$ cat config.mk
export PLATFORM = sky130hd
export DESIGN_NAME = pfa_ctrl
export DESIGN_NICKNAME = d
export VERILOG_FILES = /design/src/hw/rtl/pfa_pkg.sv /design/src/hw/rtl/pfa_ctrl.sv
export SDC_FILE = /design/constraint.sdc
export NUM_CORES = 1
export LEC_CHECK = 0
export BUFFER_PORTS_ARGS = -buffer_cell sky130_fd_sc_hd__buf_2
export CAP_MARGIN = 40
export CORE_AREA = 10 10 47 49
export CTS_BUF_LIST = sky130_fd_sc_hd__clkbuf_8
export DETAILED_ROUTE_END_ITERATION = 8
export DIE_AREA = 0 0 57 59
export HOLD_SLACK_MARGIN = 0.06
export PLACE_DENSITY_LB_ADDON = 0.25
export SETUP_SLACK_MARGIN = 0.15
export SYNTH_ARGS = -nofsm -noshare
export SYNTH_HDL_FRONTEND = slang
export SYNTH_SLANG_ARGS = --single-unit
export TNS_END_PERCENT = 50
$ cat constraint.sdc
create_clock -name clk_i -period 2.3 [get_ports clk_i]
set_clock_uncertainty 0.05 [all_clocks]
set_input_delay 0.115 -clock clk_i [delete_from_list [all_inputs] [get_ports clk_i]]
set_output_delay 0.115 -clock clk_i [all_outputs]
set_load 0.02 [all_outputs]
$ cat src/hw/rtl/pfa_pkg.sv
// shared types, constants and codes of the pooled fragment allocator
package pfa_pkg;

  localparam int unsigned NUM_FRAGS_DEF  = 4096;
  localparam int unsigned NUM_POOLS_DEF  = 16;
  localparam int unsigned FRAG_BYTES_DEF = 65536;

  localparam int unsigned MODE_W   = 2;
  localparam int unsigned POOL_W   = 4;
  localparam int unsigned LEN_W    = 16;
  localparam int unsigned STATUS_W = 2;
  localparam int unsigned IDX_W    = 12;
  localparam int unsigned OFF_W    = 16;

  typedef enum logic [MODE_W-1:0] {
    MODE_BUF  = 2'd0,
    MODE_STR  = 2'd1,
    MODE_FREE = 2'd2,
    MODE_NOP  = 2'd3
  } mode_e;

  typedef enum logic [STATUS_W-1:0] {
    STAT_OK     = 2'd0,
    STAT_LEN    = 2'd1,
    STAT_NOFRAG = 2'd2
  } status_e;

  // how an accepted request is handled
  typedef enum logic [1:0] {
    KIND_RSV,
    KIND_FREE,
    KIND_DIRECT
  } kind_e;

  typedef enum logic [2:0] {
    S_IDLE,
    S_READ,
    S_EVAL,
    S_WSTART,
    S_WALK,
    S_FIN
  } state_e;

  typedef struct packed {
    logic [MODE_W-1:0] mode;
    logic [POOL_W-1:0] pool_id;
    logic [LEN_W-1:0]  alloc_length;
  } req_t;

  typedef struct packed {
    logic [STATUS_W-1:0] status;
    logic [IDX_W-1:0]    frag_index;
    logic [OFF_W-1:0]    byte_offset;
    logic [IDX_W-1:0]    frags_released;
  } rsp_t;

  typedef struct packed {
    logic accept;
    logic rsv_read;
    logic rsv_eval;
    logic walk_start;
    logic walk_step;
    logic fin_load;
  } cmd_t;

  typedef struct packed {
    kind_e kind;
    logic  walk_ok;
    logic  walk_more;
    logic  out_free;
  } stat_t;

endpackage

$ cat src/hw/rtl/pfa_ctrl.sv
// sequencing state machine of the allocator
module pfa_ctrl (
  input  logic           clk_i,
  input  logic           rst_ni,
  input  logic           req_valid_i,
  output logic           req_ready_o,
  input  pfa_pkg::stat_t stat_i,
  output pfa_pkg::cmd_t  cmd_o
);

  pfa_pkg::state_e state_q, state_d;

  always_ff @(posedge clk_i or negedge rst_ni) begin
    if (!rst_ni) begin
      state_q <= pfa_pkg::S_IDLE;
    end else begin
      state_q <= state_d;
    end
  end

  always_comb begin
    state_d = state_q;
    case (state_q)
      pfa_pkg::S_IDLE: begin
        if (req_valid_i) begin
          case (stat_i.kind)
            pfa_pkg::KIND_RSV:  state_d = pfa_pkg::S_READ;
            pfa_pkg::KIND_FREE: state_d = pfa_pkg::S_WSTART;
            default:            state_d = pfa_pkg::S_FIN;
          endcase
        end
      end
      pfa_pkg::S_READ: state_d = pfa_pkg::S_EVAL;
      pfa_pkg::S_EVAL: begin
        if (stat_i.out_free) state_d = pfa_pkg::S_IDLE;
      end
      pfa_pkg::S_WSTART: begin
        state_d = stat_i.walk_ok ? pfa_pkg::S_WALK : pfa_pkg::S_FIN;
      end
      pfa_pkg::S_WALK: begin
        if (!stat_i.walk_more) state_d = pfa_pkg::S_FIN;
      end
      pfa_pkg::S_FIN: begin
        if (stat_i.out_free) state_d = pfa_pkg::S_IDLE;
      end
      default: state_d = pfa_pkg::S_IDLE;
    endcase
  end

  always_comb begin
    cmd_o       = '0;
    req_ready_o = 1'b0;
    case (state_q)
      pfa_pkg::S_IDLE: begin
        req_ready_o   = 1'b1;
        cmd_o.accept  = req_valid_i;
      end
      pfa_pkg::S_READ:   cmd_o.rsv_read   = 1'b1;
      pfa_pkg::S_EVAL:   cmd_o.rsv_eval   = stat_i.out_free;
      pfa_pkg::S_WSTART: cmd_o.walk_start = 1'b1;
      pfa_pkg::S_WALK:   cmd_o.walk_step  = 1'b1;
      pfa_pkg::S_FIN:    cmd_o.fin_load   = stat_i.out_free;
      default: ;
    endcase
  end

endmodule

==> results by group, run 1 <==
Clocking
  – Clock sink total: 3
  – Max Root-Sink Buffers: 2
  – Inserted Clock Buffers: 3
  – CTS tree: built
  – Clock latency on the worst-skew pair: 220 ps
  – Hold bufs inserted after CTS: 2
  – Clock root buffer: sky130_fd_sc_hd__clkbuf_8
  – # H-tree levels: 1
  – Cts repair resizes: 0
  – Clock-pin slew reported for the worst setup and hold paths after clock tree synthesis: 30 ps
  – Number of setup buffers added after CTS: 0

Critical path
  – Worst reg2reg startpoint: state_q[2]
  – Kind of capture point of the worst setup path: output port
  – Worst setup path startpoint: state_q[1]
  – Critical register-to-register path endpoint: state_q[0]
  – Req. time, crit path: 2130 ps
  – Minimum setup slack among reg-to-reg paths: 1110 ps
  – Type of the worst setup path: register to output port
  – Worst path bufs/invs: 1
  – Arrival time reported for the critical path endpoint: 1230 ps
  – Logic depth of the worst register-to-register path: 3
  – Slowest Stage Delay on Critical Path: 490 ps
  – Slowest CP cell: sky130_fd_sc_hd__dfrtp_1
  – Critical path startpoint category: register
  – Crit path max fanout: 11
  – Critical path cell sequence: nor3_2 -> and2_1 -> buf_2
  – Kind of cell with the highest combined delay on the critical path: flip-flops

Floorplan
  – Die Span X: 57 microns
  – Area of the die: 0.00336 sq mm
  – Initial core utilization: 17.8%
  – Core region area: 0.00140 sq mm
  – Site Rows: 14
  – Overall die height: 59 microns
  – Number of I/O pins: 15

Pwr
  – Highest ir drop seen on vdd: 0.000494 V
  – Static leakage power: 0.200 nW
  – Ratio of total power to cell area: 1380 mW/mm^2

Synthesis
  – Post-Syn Instances: 27
  – Count of warnings emitted by yosys: 0
  – Post-synth net total: 35
  – Number of unique standard cell types used by synthesis: 22
  – Top cells by area, synth: sky130_fd_sc_hd__dfrtp_1 (30%), sky130_fd_sc_hd__nor3b_1 (6.0%), sky130_fd_sc_hd__and4bb_2 (5.0%)
  – Post-synth top area cell: sky130_fd_sc_hd__dfrtp_1
  – Synth Register Bits: 3
  – Fraction of synthesized cell area taken by the top area cell type: 30.2%
  – Post-synthesis instance area: 249 sq um
  – Per-instance average area after synthesis: 9.22 sq um
  – Proportion of synthesized chip area in sequential cells: 30.2%

Timing
  – RSZ-0062 raised after global routing: no
  – Least-Margin Pin Slew: 352 ps
  – Sum of negative setup slack: 0 ps
  – Relative slew margins: 76.6%
  – Final Cycle Share: 60.5%
  – Final hold viol count: 0
  – Final setup vio count: 0
  – Minimum setup slack in the final design: 910 ps
  – Final slew viol count: 0
  – Max Clk Rate: 0.719 GHz
  – Minimum period implied by the final worst setup slack: 1390 ps

Final layout
  – Registers with the most flip-flops: state_q: 3 flops
  – Largest Register: state_q
  – Commonest non-fill, non-tap cell in the layout: sky130_fd_sc_hd__buf_2
  – Number of antenna cells inserted: 0
  – Top library cells by usage in the layout, fill and taps aside: sky130_fd_sc_hd__buf_2 (14), sky130_fd_sc_hd__inv_1 (3), sky130_fd_sc_hd__clkbuf_8 (3), sky130_fd_sc_hd__dfrtp_1 (3)
  – Multi-input gate area: 145 sq um
  – NumNets Final: 53
  – Share of cells above drive strength 1: 47.7%
  – Max reg flops: 3
  – Filler cell count in the final layout: 162
  – Growth of design area from synthesis to finish: 53.8%
  – Sequential Area: 75.1 sq um

Place
  – Number of input and output port buffers inserted: 14
  – Final HPWL DP: 525 microns
  – Worst-case setup slack after placement: 1100 ps
  – Global placer's final weighted congestion: 0.661

Status
  – Result of the run: completed

Min path
  – Launch instance of the worst min-delay path: stat_i[0]
  – Hold Path End: state_q[1]
  – HP Class: input port to register
  – Cell depth of the worst hold path: 3

Global routing
  – Initial antenna violation count: 0
  – Wire length of the first global-routing pass: 1.19 mm
  – Total grt overflow: 0
  – Number of global-route vias before repair: 301
  – Maximum number of pins on one net before global-route repair: 12
  – All-Layer GR Usage: 4.80%

Detailed routing
  – Via count of the routed design: 260
  – Via density per instance: 4.33
  – DRC viols: 0
  – Routed length per placed instance: 12.0 microns
  – Antenna viol nets, final: 0
  – Total routed wirelength: 722 microns
  – Number of DRC markers in iteration 0: 1
  – TritonRoute pass-1 iters: 2

Flow run
  – Reported max-cap violation count: 0
[logic make-up after synthesis]
kind of cell    synth area share (%)
buf+inv                         11.6
compound gates                  22.6
simple gates                    35.7
flops                           30.1
[per-layer routing]
| layer | track usage, % | part of all wire, % | wire length [microns] | vias up |
|---|---|---|---|---|
| met2 | 7.29 | 52 | 379 | 10 |
| met5 | 0 | 0 | 0 | - |
| met1 | 4.04 | 42 | 305 | 117 |
| li1 | - | - | - | 131 |
| met3 | 1.93 | 1.9 | 14 | 2 |
| met4 | 7.05 | 2.9 | 21 | 0 |
[cells in the mapped netlist, drive strengths merged]
master,n
a21o,1
a21oi,2
a311oi,1
and2,1
and4b,1
and4bb,1
buf,3
dfrtp,3
inv,2
nand2,1
nand2b,1
nand3b,1
nor3,2
nor3b,2
o211ai,1
o21a,1
o22ai,1
or2,1
or3,1
[final cells by class]
type,count,share of cell area [%]
tap,16,5.23
inverter,2,1.96
multi-input combinational,19,37.9
sequential,3,19.6
timing repair buffer,16,23.5
clock buffer,3,10.8
clock inverter,1,0.980
[per-stage QoR]
step	utilization, %	hold slack, ps	cell area (sq um)	power, W	std cells
floorplan	-	-231	249	0.000333	27
global placement	22.7	-138	318	0.000385	54
detailed placement	22.7	-137	318	0.000384	54
CTS	27.3	140	383	0.000540	60
global route	27.3	163	383	0.000572	60
finish	27.3	139	383	0.000529	60
[tightest hold or removal path: cells and delay by family]
| family | cells | cell delay (ps) |
|---|---|---|
| simple gates | 1 | 40 |
| compound gates | 1 | 100 |
| buf+inv | 1 | 100 |
[report_power, final]
part	internal [W]	switching (W)
combinational	0.000111	0.000117
clock	0.000114	0.0000351
sequential	0.0000786	0.0000740
total	0.000303	0.000226
[how the worst max path moves through the flow]
stage	end	slack, ps	cells past startpoint
2_1_floorplan	cmd_o[5]	960	3
3_3_place_gp	state_q[0]	1100	3
3_5_place_dp	state_q[0]	1100	3
4_1_cts	cmd_o[5]	890	3
5_1_grt	cmd_o[5]	810	3
6_report	cmd_o[5]	910	3
Power figures use the tool's default switching activity.
==> run 2: changes to the inputs <==
Clock period 2.3 ns to 1.2 ns, I/O delays scaled along.
==> run 2 against run 1 <==
Net effect:
- the flow now finishes with violations (setup timing)
- cell count rose by 15%
- cell area rose by 34%
- setup slack lost 940 ps
- critical endpoint is now cmd_o[1]
- largest power group unchanged
==> results by group, run 2 (synthesized netlist as in run 1, its figures left out) <==
Min path
  – HP Class: input port to register
  – Hold Path End: state_q[1]
  – Cell depth of the worst hold path: 3
  – Launch instance of the worst min-delay path: stat_i[0]

Critical path
  – Crit path max fanout: 6
  – Req. time, crit path: 1090 ps
  – Logic depth of the worst register-to-register path: 3
  – Slowest CP cell: sky130_fd_sc_hd__dfrtp_2
  – Critical path cell sequence: buf_6 -> nor3b_2 -> buf_4
  – Type of the worst setup path: register to output port
  – Critical path startpoint category: register
  – Minimum setup slack among reg-to-reg paths: -10 ps
  – Kind of cell with the highest combined delay on the critical path: flip-flops
  – Critical register-to-register path endpoint: state_q[2]
  – Kind of capture point of the worst setup path: output port
  – Worst path bufs/invs: 2
  – Worst reg2reg startpoint: state_q[1]
  – Slowest Stage Delay on Critical Path: 450 ps
  – Arrival time reported for the critical path endpoint: 1120 ps

Final layout
  – Max reg flops: 3
  – Top library cells by usage in the layout, fill and taps aside: sky130_fd_sc_hd__buf_2 (9), sky130_fd_sc_hd__buf_6 (7), sky130_fd_sc_hd__buf_4 (7)
  – Share of cells above drive strength 1: 67.9%
  – Util after Layout: 36.5%
  – Number of antenna cells inserted: 0
  – Filler cell count in the final layout: 149
  – Largest Register: state_q
  – Commonest non-fill, non-tap cell in the layout: sky130_fd_sc_hd__buf_2
  – Growth of design area from synthesis to finish: 106%
  – Registers with the most flip-flops: state_q: 3 flops
  – Multi-input gate area: 164 sq um
  – Sequential Area: 78.8 sq um
  – NumNets Final: 62

Status
  – Failing checks: setup timing
  – Result of the run: finished, violations left

Timing
  – Least-Margin Pin Slew: 230 ps
  – Relative slew margins: 84.6%
  – RSZ-0062 raised after global routing: yes
  – Worst-case hold slack: 113 ps
  – Final setup vio count: 5
  – Minimum period implied by the final worst setup slack: 1230 ps
  – Final slew viol count: 0
  – Sum of negative setup slack: -111 ps
  – Final Cycle Share: 103%
  – Minimum setup slack in the final design: -33.8 ps
  – Max Clk Rate: 0.811 GHz
  – Final hold viol count: 0

Pwr
  – Ratio of total power to cell area: 2760 mW/mm^2
  – Overall Power: 0.00141 W
  – Static leakage power: 0.253 nW
  – Highest ir drop seen on vdd: 0.000893 V

Global routing
  – Initial antenna violation count: 0
  – Maximum number of pins on one net before global-route repair: 9
  – Total grt overflow: 0
  – Wire length of the first global-routing pass: 1.58 mm
  – All-Layer GR Usage: 6.22%
  – Number of global-route vias before repair: 360

Detailed routing
  – Via density per instance: 4.43
  – TritonRoute pass-1 iters: 2
  – Antenna viol nets, final: 0
  – Via count of the routed design: 306
  – Total routed wirelength: 1.00 mm
  – Routed length per placed instance: 14.5 microns
  – Number of DRC markers in iteration 0: 3
  – DRC viols: 0

Place
  – Number of input and output port buffers inserted: 14
  – Global placer's final weighted congestion: 0.708

Flow run
  – Reported max-cap violation count: 0

Clocking
  – Clock root buffer: sky130_fd_sc_hd__clkbuf_8
  – Clock sink total: 3
  – Inserted Clock Buffers: 3
  – Clock latency on the worst-skew pair: 220 ps
  – Max Root-Sink Buffers: 2
  – CTS tree: built
  – Clock-pin slew reported for the worst setup and hold paths after clock tree synthesis: 30 ps
  – # H-tree levels: 1

Floorplan
  – Initial core utilization: 17.8%
  – Core region area: 0.00140 sq mm
  – Die Span X: 57 microns
  – Number of I/O pins: 15
  – Overall die height: 59 microns
  – Area of the die: 0.00336 sq mm
  – Site Rows: 14
[run 2: worst max path at each step]
stage	startpoint	to	slack, ps	cells after the start
after global routing	state_q[1]	cmd_o[1]	-90	3
after CTS	state_q[2]	cmd_o[5]	-50	3
after floorplan	state_q[1]	cmd_o[1]	20	2
final	state_q[1]	cmd_o[1]	-30	3
after detailed placement	state_q[2]	state_q[0]	40	3
after global placement	state_q[2]	state_q[0]	50	3
[run 2: repair_timing]
item,4_1_cts,5_1_grt
setup buffers,9,0
hold buffers,2,0
setup endpoints to repair,10,10
gates resized for setup,14,5
hold endpoints to repair,4,0
pin swaps,5,5
[run 2: report_power, final]
part,internal [W],switching [W],total [W]
sequential,0.000162,0.000116,0.000278
clock,0.000218,0.0000686,0.000287
combinational,0.000481,0.000369,0.000850
[run 2: layout make-up]
class                      instances  share of cell area [%]
clock inverter                     1                   0.733
clock buffer                       3                    8.07
tap                               16                    3.91
sequential                         3                    15.4
timing repair buffer              25                    38.4
inverter                           2                    1.47
multi-input combinational         19                    32.0
[run 2: worst reg2reg max path, cell delays in order (launching register included)]
cell,delay (ps)
sky130_fd_sc_hd__dfrtp_2,450
sky130_fd_sc_hd__buf_4,160
sky130_fd_sc_hd__or3_4,390
sky130_fd_sc_hd__o211ai_2,80
[run 2: metal layers]
layer  GRT usage (%)  wire [microns]  vias to the layer above
met4            6.04              27                        0
met3            3.43              44                        4
met1            5.21             378                      140
met5               0               0                        -
li1                -               -                      151
met2            10.2             550                       11
[run 2: metrics by stage]
| stage | cells | area (sq um) | setup slack (ps) |
|---|---|---|---|
| floorplan | 27 | 256 | 20.2 |
| global placement | 54 | 325 | 46.9 |
| detailed placement | 54 | 325 | 35.1 |
| CTS | 69 | 493 | -48.1 |
| global route | 69 | 512 | -92.1 |
| finish | 69 | 512 | -33.8 |
